`src/hdl/rdc_pkg.sv`:
```
// ----------------------------------------------------------------------------
// rdc_pkg - shared types and constants for the radix digit converter
// Command and status structs between controller and datapath, field widths,
// character codes and the digit-to-ASCII mapping.
// ----------------------------------------------------------------------------
package rdc_pkg;

  localparam int RADIX_W   = 5;
  localparam int DIGIT_W   = 4;
  localparam int CHAR_W    = 7;
  localparam int COUNT_W   = 5;
  localparam int STEP_BITS = 8;  // dividend bits consumed per divide cycle

  localparam logic [RADIX_W-1:0] RADIX_MIN = 5'd2;
  localparam logic [RADIX_W-1:0] RADIX_MAX = 5'd16;
  localparam logic [DIGIT_W-1:0] DEC_LIMIT = 4'd10;
  localparam logic [CHAR_W-1:0]  CHAR_ZERO = 7'h30;
  localparam logic [CHAR_W-1:0]  CHAR_A    = 7'h41;

  // Controller to datapath
  typedef struct packed {
    logic load;      // capture value and radix, clear counters
    logic step;      // run a divide cycle
    logic commit;    // last divide cycle of a digit: store it
    logic ptr_dec;   // advance read pointer toward the least significant digit
    logic emit;      // a digit result is on the outputs
    logic emit_err;  // the error result is on the outputs
  } ctrl_cmd_t;

  // Datapath to controller
  typedef struct packed {
    logic radix_ok;   // radix at the input is in 2..16
    logic div_done;   // next quotient is zero or this digit fills the digit store
    logic emit_last;  // digit on the outputs is the final one
  } dp_stat_t;

  function automatic logic radix_valid(input logic [RADIX_W-1:0] r);
    radix_valid = r inside {[RADIX_MIN:RADIX_MAX]};
  endfunction

  function automatic logic [CHAR_W-1:0] ascii_of(input logic [DIGIT_W-1:0] d);
    if (d < DEC_LIMIT) begin
      ascii_of = CHAR_ZERO + CHAR_W'(d);
    end else begin
      ascii_of = CHAR_A + CHAR_W'(d - DEC_LIMIT);
    end
  endfunction

endpackage

```
`src/hdl/rdc_ram.sv`:
```
// ----------------------------------------------------------------------------
// rdc_ram - generic single-write, single-read RAM
// One write port and one read port; read data is registered.
// ----------------------------------------------------------------------------
module rdc_ram #(
  parameter int WIDTH = 4,
  parameter int DEPTH = 31
) (
  input  logic                     clk,
  input  logic                     we,
  input  logic [$clog2(DEPTH)-1:0] waddr,
  input  logic [WIDTH-1:0]         wdata,
  input  logic [$clog2(DEPTH)-1:0] raddr,
  output logic [WIDTH-1:0]         rdata
);

  logic [WIDTH-1:0] mem [DEPTH];

  // Write and registered read
  always_ff @(posedge clk) begin
    if (we) begin
      mem[waddr] <= wdata;
    end
    rdata <= mem[raddr];
  end

endmodule

```
`src/hdl/rdc_ctrl.sv`:
```
// ----------------------------------------------------------------------------
// rdc_ctrl - conversion sequencer, with an error result for a bad radix
// Accepts a request, runs the divide cycles for each digit, then walks the
// digit store from the most significant digit and marks each result.
// ----------------------------------------------------------------------------
module rdc_ctrl #(
  parameter int STEPS = 4
) (
  input  logic               clk,
  input  logic               rst,
  input  logic               start,
  output logic               busy,
  output logic               strobe,
  input  rdc_pkg::dp_stat_t  stat,
  output rdc_pkg::ctrl_cmd_t cmd
);
  import rdc_pkg::*;

  localparam int SCW = (STEPS > 1) ? $clog2(STEPS) : 1;
  localparam logic [SCW-1:0] STEP_LAST = SCW'(STEPS - 1);

  typedef enum logic [4:0] {
    ST_IDLE = 5'b00001,
    ST_DIV  = 5'b00010,
    ST_READ = 5'b00100,
    ST_EMIT = 5'b01000,
    ST_ERR  = 5'b10000
  } state_t;

  state_t         state, state_next;
  logic [SCW-1:0] step_cnt, step_cnt_next;

  // Next state and commands
  always_comb begin
    state_next    = state;
    step_cnt_next = step_cnt;
    cmd           = '0;
    case (state)
      ST_IDLE: begin
        step_cnt_next = '0;
        if (start) begin
          if (stat.radix_ok) begin
            cmd.load   = 1'b1;
            state_next = ST_DIV;
          end else begin
            state_next = ST_ERR;
          end
        end
      end
      ST_DIV: begin
        cmd.step = 1'b1;
        if (step_cnt == STEP_LAST) begin
          cmd.commit    = 1'b1;
          step_cnt_next = '0;
          if (stat.div_done) begin
            state_next = ST_READ;
          end
        end else begin
          step_cnt_next = step_cnt + 1'b1;
        end
      end
      ST_READ: begin
        cmd.ptr_dec = 1'b1;
        state_next  = ST_EMIT;
      end
      ST_EMIT: begin
        cmd.emit    = 1'b1;
        cmd.ptr_dec = 1'b1;
        if (stat.emit_last) begin
          state_next = ST_IDLE;
        end
      end
      ST_ERR: begin
        cmd.emit_err = 1'b1;
        state_next   = ST_IDLE;
      end
      default: begin
        state_next = ST_IDLE;
      end
    endcase
  end

  // State registers
  always_ff @(posedge clk) begin
    if (rst) begin
      state    <= ST_IDLE;
      step_cnt <= '0;
    end else begin
      state    <= state_next;
      step_cnt <= step_cnt_next;
    end
  end

  assign busy   = (state != ST_IDLE);
  assign strobe = cmd.emit | cmd.emit_err;

endmodule

```
`src/hdl/rdc_datapath.sv`:
```
// ----------------------------------------------------------------------------
// rdc_datapath - divider, digit store and result fields
// Long division by the radix, eight dividend bits per cycle, with the
// remainder of each division written to the digit store.
// ----------------------------------------------------------------------------
module rdc_datapath #(
  parameter int VALUE_BITS = 31,
  parameter int MAX_DIGITS = 31
) (
  input  logic                            clk,
  input  logic                            rst,
  input  logic [VALUE_BITS-1:0]           value,
  input  logic [rdc_pkg::RADIX_W-1:0]     radix,
  input  rdc_pkg::ctrl_cmd_t              cmd,
  output rdc_pkg::dp_stat_t               stat,
  output logic [rdc_pkg::DIGIT_W-1:0]     digit,
  output logic [rdc_pkg::CHAR_W-1:0]      digit_char,
  output logic [rdc_pkg::COUNT_W-1:0]     digit_count,
  output logic                            bad_radix,
  output logic                            last
);
  import rdc_pkg::*;

  localparam int STEPS = (VALUE_BITS + STEP_BITS - 1) / STEP_BITS;
  localparam int W     = STEPS * STEP_BITS;
  localparam int CW    = $clog2(MAX_DIGITS + 1);
  localparam int AW    = $clog2(MAX_DIGITS);
  localparam logic [CW-1:0] COUNT_FULL = CW'(MAX_DIGITS - 1);

  logic [W-1:0]       quo;        // remaining quotient, shifted through
  logic [W-1:0]       quo_next;
  logic [RADIX_W-1:0] rem;        // partial remainder, always below radix
  logic [RADIX_W-1:0] rem_next;
  logic [RADIX_W-1:0] rdx;
  logic [CW-1:0]      count;
  logic [CW-1:0]      emit_idx;
  logic [AW-1:0]      rd_ptr;
  logic [DIGIT_W-1:0] rd_data;

  // Each divide cycle: eight restoring steps on the narrow remainder
  always_comb begin
    logic [RADIX_W-1:0]   r;
    logic [STEP_BITS-1:0] bits;
    logic [STEP_BITS-1:0] qbits;
    r     = rem;
    bits  = quo[W-1 -: STEP_BITS];
    qbits = '0;
    for (int i = STEP_BITS - 1; i >= 0; i--) begin
      r = {r[RADIX_W-2:0], bits[i]};
      if (r >= rdx) begin
        r        = r - rdx;
        qbits[i] = 1'b1;
      end
    end
    rem_next = r;
    // Shift the consumed byte out and the quotient bits in
    quo_next = W'({quo, qbits});
  end

  // Divider registers
  always_ff @(posedge clk) begin
    if (rst) begin
      quo <= '0;
      rem <= '0;
    end else if (cmd.load) begin
      quo <= W'(value);
      rem <= '0;
    end else if (cmd.step) begin
      quo <= quo_next;
      rem <= cmd.commit ? '0 : rem_next;
    end
  end

  // Radix latch
  always_ff @(posedge clk) begin
    if (cmd.load) begin
      rdx <= radix;
    end
  end

  // Digit count, emit index and read pointer
  always_ff @(posedge clk) begin
    if (rst) begin
      count    <= '0;
      emit_idx <= '0;
      rd_ptr   <= '0;
    end else begin
      if (cmd.load) begin
        count    <= '0;
        emit_idx <= '0;
      end else begin
        if (cmd.commit) begin
          count <= count + 1'b1;
        end
        if (cmd.emit) begin
          emit_idx <= emit_idx + 1'b1;
        end
      end
      if (cmd.commit) begin
        rd_ptr <= count[AW-1:0];
      end else if (cmd.ptr_dec) begin
        rd_ptr <= rd_ptr - 1'b1;
      end
    end
  end

  // Digit store, least significant digit at entry zero
  rdc_ram #(
    .WIDTH (DIGIT_W),
    .DEPTH (MAX_DIGITS)
  ) u_store (
    .clk   (clk),
    .we    (cmd.commit),
    .waddr (count[AW-1:0]),
    .wdata (rem_next[DIGIT_W-1:0]),
    .raddr (rd_ptr),
    .rdata (rd_data)
  );

  // Status to the controller
  assign stat.radix_ok  = radix_valid(radix);
  assign stat.div_done  = (quo_next == '0) || (count == COUNT_FULL);
  assign stat.emit_last = (emit_idx == count - 1'b1);

  // Result fields; the error result carries zeros in digit, digit_char and digit_count
  always_comb begin
    if (cmd.emit_err) begin
      digit       = '0;
      digit_char  = '0;
      digit_count = '0;
      bad_radix   = 1'b1;
      last        = 1'b1;
    end else begin
      digit       = rd_data;
      digit_char  = ascii_of(rd_data);
      digit_count = COUNT_W'(count);
      bad_radix   = 1'b0;
      last        = stat.emit_last;
    end
  end

endmodule

```
`src/hdl/radix_digit_converter_core.sv`:
```
// A bad radix gives its single result in the cycle after the request.
// Otherwise the 8-bit-per-cycle long divider runs the divide cycles of each
// digit, then a read state fetches the most significant digit and the emit
// state strobes out the digits, most significant first.
// One request at a time; busy is high until the last result. The receiver
// cannot stall. Synchronous reset returns to idle with an empty digit count.
// ----------------------------------------------------------------------------
// radix_digit_converter_core - integer to radix 2..16 digit converter
// Converts by repeated division, then emits digits most significant first.
// ----------------------------------------------------------------------------
module radix_digit_converter_core #(
  parameter int VALUE_BITS = 31,
  parameter int MAX_DIGITS = 31
) (
  input  logic                        clk,
  input  logic                        rst,
  input  logic                        start,
  output logic                        busy,
  input  logic [VALUE_BITS-1:0]       value,
  input  logic [rdc_pkg::RADIX_W-1:0] radix,
  output logic                        strobe,
  output logic [rdc_pkg::DIGIT_W-1:0] digit,
  output logic [rdc_pkg::CHAR_W-1:0]  digit_char,
  output logic [rdc_pkg::COUNT_W-1:0] digit_count,
  output logic                        bad_radix,
  output logic                        last
);
  import rdc_pkg::*;

  localparam int STEPS = (VALUE_BITS + STEP_BITS - 1) / STEP_BITS;

  ctrl_cmd_t cmd;
  dp_stat_t  stat;

  // Sequencer
  rdc_ctrl #(
    .STEPS (STEPS)
  ) u_ctrl (
    .clk    (clk),
    .rst    (rst),
    .start  (start),
    .busy   (busy),
    .strobe (strobe),
    .stat   (stat),
    .cmd    (cmd)
  );

  // Divider and digit store
  rdc_datapath #(
    .VALUE_BITS (VALUE_BITS),
    .MAX_DIGITS (MAX_DIGITS)
  ) u_dp (
    .clk         (clk),
    .rst         (rst),
    .value       (value),
    .radix       (radix),
    .cmd         (cmd),
    .stat        (stat),
    .digit       (digit),
    .digit_char  (digit_char),
    .digit_count (digit_count),
    .bad_radix   (bad_radix),
    .last        (last)
  );

endmodule

```
`config.mk`:
```
export PLATFORM = sky130hd
export DESIGN_NAME = radix_digit_converter_core
export DESIGN_NICKNAME = d
export VERILOG_FILES = /design/src/hdl/rdc_pkg.sv /design/src/hdl/rdc_ram.sv /design/src/hdl/rdc_ctrl.sv /design/src/hdl/rdc_datapath.sv /design/src/hdl/radix_digit_converter_core.sv
export SDC_FILE = /design/constraint.sdc
export NUM_CORES = 1
export LEC_CHECK = 0
export BUFFER_PORTS_ARGS = -buffer_cell sky130_fd_sc_hd__buf_2
export CAP_MARGIN = 10
export CORE_MARGIN = 2
export CORE_UTILIZATION = 55
export DETAILED_ROUTE_END_ITERATION = 10
export PLACE_DENSITY = 0.73
export SLEW_MARGIN = 25
export SYNTH_ARGS = -nofsm -noshare
export SYNTH_HDL_FRONTEND = slang
export SYNTH_HIERARCHICAL = 1
export SYNTH_SLANG_ARGS = --single-unit
```
`constraint.sdc`:
```
create_clock -name clk -period 13.7 [get_ports clk]
set_input_delay 2.055 -clock clk [delete_from_list [all_inputs] [get_ports clk]]
set_output_delay 2.055 -clock clk [all_outputs]
set_load 0.02 [all_outputs]
```
==> Word-level counts from Yosys, hierarchy flattened <==
Memories as Yosys holds them, arrays and structs flattened. A register that Yosys moved wholly into a read port is not among the register bits.
Index checks and enable logic that the tools add are counted.
{ "word_totals": {"input_bits": 39, "memories": 1, "wordCells": 105, "mem_bits_rw": 124, "output_inout_bits": 20, "register_bits": 63} }
{ "classes": {"bitwise_logic": 1, "order_cmp": 11, "muxes": 45, "reduce_logical": 9, "addsub": 16, "eq_ne": 13} }
{ "mem_list": {"columns": ["memory", "depth", "word_bits", "read_ports", "rd_clocked_by_memory_dff", "write_ports", "line_no", "rtl"], "rows": [
  ["u_dp.u_store.mem", 31, 4, 1, 1, 1, "rdc_ram.sv:17", "logic [WIDTH-1:0] mem [DEPTH];"]
]} }
{ "op_table": {"columns": ["cell", "n"], "rows": [
  ["31-bit 2-to-1 mux", 2],
  ["5-bit >= comparator", 8],
  ["4-bit 2-to-1 mux", 10],
  ["5-bit 2-to-1 mux", 8],
  ["32-bit zero test", 1],
  ["4-bit subtractor", 8],
  ["5-bit one-hot mux with 4 select lines", 1],
  ["1-bit 2-to-1 mux", 19],
  ["7-bit 2-to-1 mux", 2],
  ["5-bit by 1-bit adder with 5-bit output (second input constant)", 2],
  ["5-bit equality test (second input constant)", 2],
  ["5-bit by 1-bit subtractor with 5-bit output (second input constant)", 2],
  ["6-bit by 4-bit adder with 7-bit output (first input constant)", 1],
  ["7-bit adder (first input constant)", 1],
  ["2-bit inequality test (second input constant)", 3],
  ["2-bit nonzero test", 3],
  ["5-bit by 1-bit equality test with 1-bit output (second input constant)", 1],
  ["5-bit by 2-bit equality test with 1-bit output (second input constant)", 1],
  ["5-bit by 3-bit equality test with 1-bit output (second input constant)", 1],
  ["5-bit by 4-bit equality test with 1-bit output (second input constant)", 1],
  ["5-bit equality test", 1],
  ["5-bit by 2-bit >= comparator with 1-bit output (second input constant)", 1],
  ["5-bit less-or-equal comparator (second input constant)", 1],
  ["5-bit by 1-bit inequality test with 1-bit output (second input constant)", 1],
  ["12 further kinds", 14]
]} }

==> Logic depth before layout (Yosys ltp) <==
{ "depth": {"ltp_word": 21, "depth_mapped": 51} }

==> Modules after synthesis <==
Netlist, hierarchy kept.
{ "modules_own_cells": {"columns": ["module", "seq_area_each_um2", "area_per_inst_um2", "instances", "cells_each"], "rows": [
  ["rdc_ram", 3803.6, 5123.7, 1, 285],
  ["rdc_datapath", 1171.1, 4804.6, 1, 586],
  ["rdc_ctrl", 140.1, 401.6, 1, 46]
]} }

==> Worst setup path before layout <==
No wires, ideal clock.
{ "synth_path": {"kind": "reg2reg", "startpoint": "register u_dp.rdx[1]", "endpoint": "memory u_dp.u_store.mem[0][1] (data pin)", "path_buffers": 0, "t_required_ns": 13.313, "slack_ns": 2.568, "arrival_ns": 10.746, "path_stages_with_launch": 41, "setup_ns": 0.387, "period_less_slack_ns": 11.132, "path_cell_list": "edfxtp_1 inv_1 ha_1 a21oi_1 o21ai_2 a31oi_4 mux2_4 ha_1 a21oi_1 o21ai_1 a31oi_2 o21ai_1 and2_1 ha_1 a21oi_1 o21ai_1 a31oi_2 mux2_4 (+5 left out) a21o_1 a21o_1 mux2_2 ha_1 a21o_1 a31oi_1 mux2i_1 ha_1 a21oi_1 o21ai_1 a221oi_1 nor2_1 a21o_1 ha_1 a21oi_1 o21ai_0 a31oi_2 mux2i_1"} }
{ "synth_between": {"elab_chain_len": 16, "word_cells_on_any_way": 24} }
{ "synth_rtl": {"columns": ["item", "line_no", "rtl"], "rows": [
  ["from (decl)", "rdc_datapath.sv:34", "logic [RADIX_W-1:0] rdx;"],
  ["from (signal assigned)", "rdc_datapath.sv:77", "rdx <= radix;"],
  ["4-bit subtractor or 5-bit >= comparator (tied branches)", "rdc_datapath.sv:51, rdc_datapath.sv:50", null],
  ["4-bit 2-to-1 mux", "rdc_datapath.sv:50", "if (r >= rdx) begin"],
  ["4-bit subtractor or 5-bit >= comparator (tied branches)", "rdc_datapath.sv:51, rdc_datapath.sv:50", null],
  ["4-bit 2-to-1 mux", "rdc_datapath.sv:50", null],
  ["4-bit subtractor or 5-bit >= comparator (tied branches)", "rdc_datapath.sv:51, rdc_datapath.sv:50", null],
  ["4-bit 2-to-1 mux", "rdc_datapath.sv:50", null],
  ["5-bit >= comparator or 4-bit subtractor (tied branches)", "rdc_datapath.sv:50, rdc_datapath.sv:51", null],
  ["4-bit 2-to-1 mux", "rdc_datapath.sv:50", null],
  ["4-bit subtractor or 5-bit >= comparator (tied branches)", "rdc_datapath.sv:51, rdc_datapath.sv:50", null],
  ["4-bit 2-to-1 mux", "rdc_datapath.sv:50", null],
  ["4-bit subtractor or 5-bit >= comparator (tied branches)", "rdc_datapath.sv:51, rdc_datapath.sv:50", null],
  ["4-bit 2-to-1 mux", "rdc_datapath.sv:50", null],
  ["5-bit >= comparator or 4-bit subtractor (tied branches)", "rdc_datapath.sv:50, rdc_datapath.sv:51", null],
  ["4-bit 2-to-1 mux", "rdc_datapath.sv:50", null],
  ["4-bit subtractor or 5-bit >= comparator (tied branches)", "rdc_datapath.sv:51, rdc_datapath.sv:50", null],
  ["4-bit 2-to-1 mux *", "rdc_datapath.sv:50", null],
  ["net u_dp.rem_next[1]", "rdc_datapath.sv:33", "logic [RADIX_W-1:0] rem_next;"],
  ["to (decl)", "rdc_ram.sv:17", null]
]} }
The timed path passes the listed nets; every way through them passes the cells marked *.

==> Worst setup path after layout <==
Ends and elaborated chain as after synthesis.

==> results.ini <==
[clock_tree]
post-cts-setup-buffer-count = 0
cts_hold_buf = 0
cts_num_sinks = 191
cts_made_buffers = 17
cts_htree_levels = 4
cts_max_path_buffers = 2
clk_latency_ps = 440
ctsResizeCount = 0
cts_root_buf = clkbuf_16
cts_tree = done
clk_pin_slew_ps = 70

[synthesis]
synth_area_leaders = edfxtp_1, dfxtp_1, ha_1, mux2i_1, nor2_1
syn_nets = 1014
syn-cell-area_um2 = 10300
synth_top_cell_by_area = edfxtp_1
netlist_instances = 917
async_flop_share = 0
synthFlopType = edfxtp_1
yosys_warnings = 6
synth.distinct_cells = 71
netlist.area_leader.share = 0.375
synth_seq_area_share = 0.495
synth-edff-count = 129
syn_avg_cell_area_um2 = 11.3
ys_ff_latch = 191

[critical_path]
reg2reg_to = u_dp/u_store/mem[0][1]
worst-r2r-cell-count = 45
cp_max_fo = 18
worst_path_most_repeated_cell = ha_1
critPathCaptureType = flop
crit_path_top_delay_cell = mux2i_2
critical-path-max-stage-delay_ps = 820
worstPathRequired_ps = 13960
crit_arrival_ps = 12770
rrSetupSlack_ps = 1190
path_class = reg -> reg
start_kind = flop
r2r_start = u_dp/rdx[1]

[floorplanning]
pin_count = 59
die_h_um = 141
start_util = 0.556
die_area_um2 = 19900
num_rows = 50
die_w_um = 141
core-area_um2 = 18600

[sta]
tightestPinTransition_ps = 1000
hold_viol_final = 0
fin_crit_ps = 12510
max_freq_mhz = 79.9
slew_headroom = 0.330
slew_violations = 0
rsz0062_at_grt = no
fin_crit_sh = 0.913
setup_viol = 0
fin_skew_ps = 12.2
setup_tns_ps = 0

[routing]
wl_per_cell_um = 18.4
viasPerCell = 5.93
vias = 7159
drtAntennaViolNets = 0
first_pass_iters = 5
drc = 0
drtIter0Drc = 506
wl_um = 22200

[finish]
final_util = 0.617
fillers = 1484
drive_above_1_share = 0.170
multiInputGateArea_um2 = 4910
diodes = 0
regArea_um2 = 5120
final_cell_mix = nor2_1, edfxtp_1, dfxtp_1, a21oi_1, buf_2
final_nets = 1057
syn_to_final_growth_pct = 10.9
layout_commonest_cell = nor2_1

[hold_path]
holdCritPathClass = reg -> reg
min_from = u_ctrl/step_cnt[1]
min_to = u_ctrl/step_cnt[1]
hold_depth = 2

[grt]
grt_use_total = 0.230
grt.overflow.total = 0
grt_max_degree = 68
grt_pass1_wl_um = 35600
grt_pass1_vias = 6872
antenna_found_initial = 0

[job]
maxCapViolCount = 0

[placement]
portBuffers = 58
gp_congestion = 0.905
hpwlAfterDp_um = 15400

[status]
status = complete, no violations

-- metrics by stage --
stage | setup WS [ps] | hold WS [ps] | std cells | instance area, um^2
3_5_place_dp | 1290 | 479 | 1175 | 10800
2_1_floorplan | 2570 | 452 | 917 | 10300
3_3_place_gp | 1670 | 472 | 1175 | 10800
4_1_cts | 1240 | 490 | 1207 | 11500
5_1_grt | 55.5 | 519 | 1207 | 11500
6_report | 1190 | 491 | 1207 | 11500
-- cells by family after synthesis --
group	synth area share
AO/OA/AOI/OAI	0.106
AND/OR/NAND/NOR	0.141
multiplexers	0.118
buffers and inverters	0.0320
XOR/XNOR	0.0331
flip-flops	0.495
adder cells (fa/ha/maj)	0.0761
-- synthesized netlist by cell type (all sizes together), types with 19 or more instances --
cell and count:
a21oi 59, clkbuf 28, dfxtp 62, edfxtp 129, ha 50, inv 41, mux2i 58, mux4 19
nand2 35, nor2 135, nor2b 20, o21ai 24, xnor2 24
-- state kept, by name (all words and copies together) (netlist names) --
| signal | cells |
|---|---|
| u_dp/rd_ptr | 5 |
| u_dp/quo | 32 |
| u_dp/u_store/rdata | 4 |
| u_dp/rem | 4 |
| u_ctrl/step_cnt | 2 |
| u_dp/count | 5 |
| u_dp/emit_idx | 5 |
| u_dp/u_store/mem | 124 |
| u_ctrl/state | 5 |
| u_dp/rdx | 5 |
-- cell type report --
type,count,share of cell area
Sequential cell,191,0.447
Timing Repair Buffer,65,0.0299
Clock buffer,17,0.0371
Clock inverter,15,0.0188
Inverter,41,0.0134
Tap cell,234,0.0256
Multi-Input combinational cell,644,0.429
-- how the worst max path moves through the flow --
stage                           start  cells after the start  slack [ps]                 endpoint
final                     u_dp/rdx[1]                     45        1190   u_dp/u_store/mem[0][1]
after global routing      u_dp/rdx[1]                     45          60   u_dp/u_store/mem[7][1]
after CTS                 u_dp/rdx[1]                     45        1240   u_dp/u_store/mem[6][1]
after detailed placement  u_dp/rdx[1]                     45        1290  u_dp/u_store/mem[10][1]
after global placement    u_dp/rdx[1]                     45        1670   u_dp/u_store/mem[9][1]
after floorplan           u_dp/rdx[1]                     40        2570   u_dp/u_store/mem[0][1]
-- critical path, delay by kind of cell, from the launching register on --
family	cells	cell delay [ps]
DFF	1	710
buffers and inverters	3	780
adders and majority gates	8	2530
muxes	4	1820
and+or+nand+nor	5	620
AOI/OAI and AO/OA	25	5860
-- metal layers --
metal  wire length, um  up-vias  track usage  share of wire
met1              9640     3457        0.303           0.43
met2             10900      200        0.384           0.49
li1                  -     3467            -              -
met3              1050       35       0.0394          0.047
met4               560        0       0.0847          0.025
met5                 0        -            0              0
Power is not shown: default switching activity piles up to over one toggle a cycle in this logic, so the estimate is an artifact.
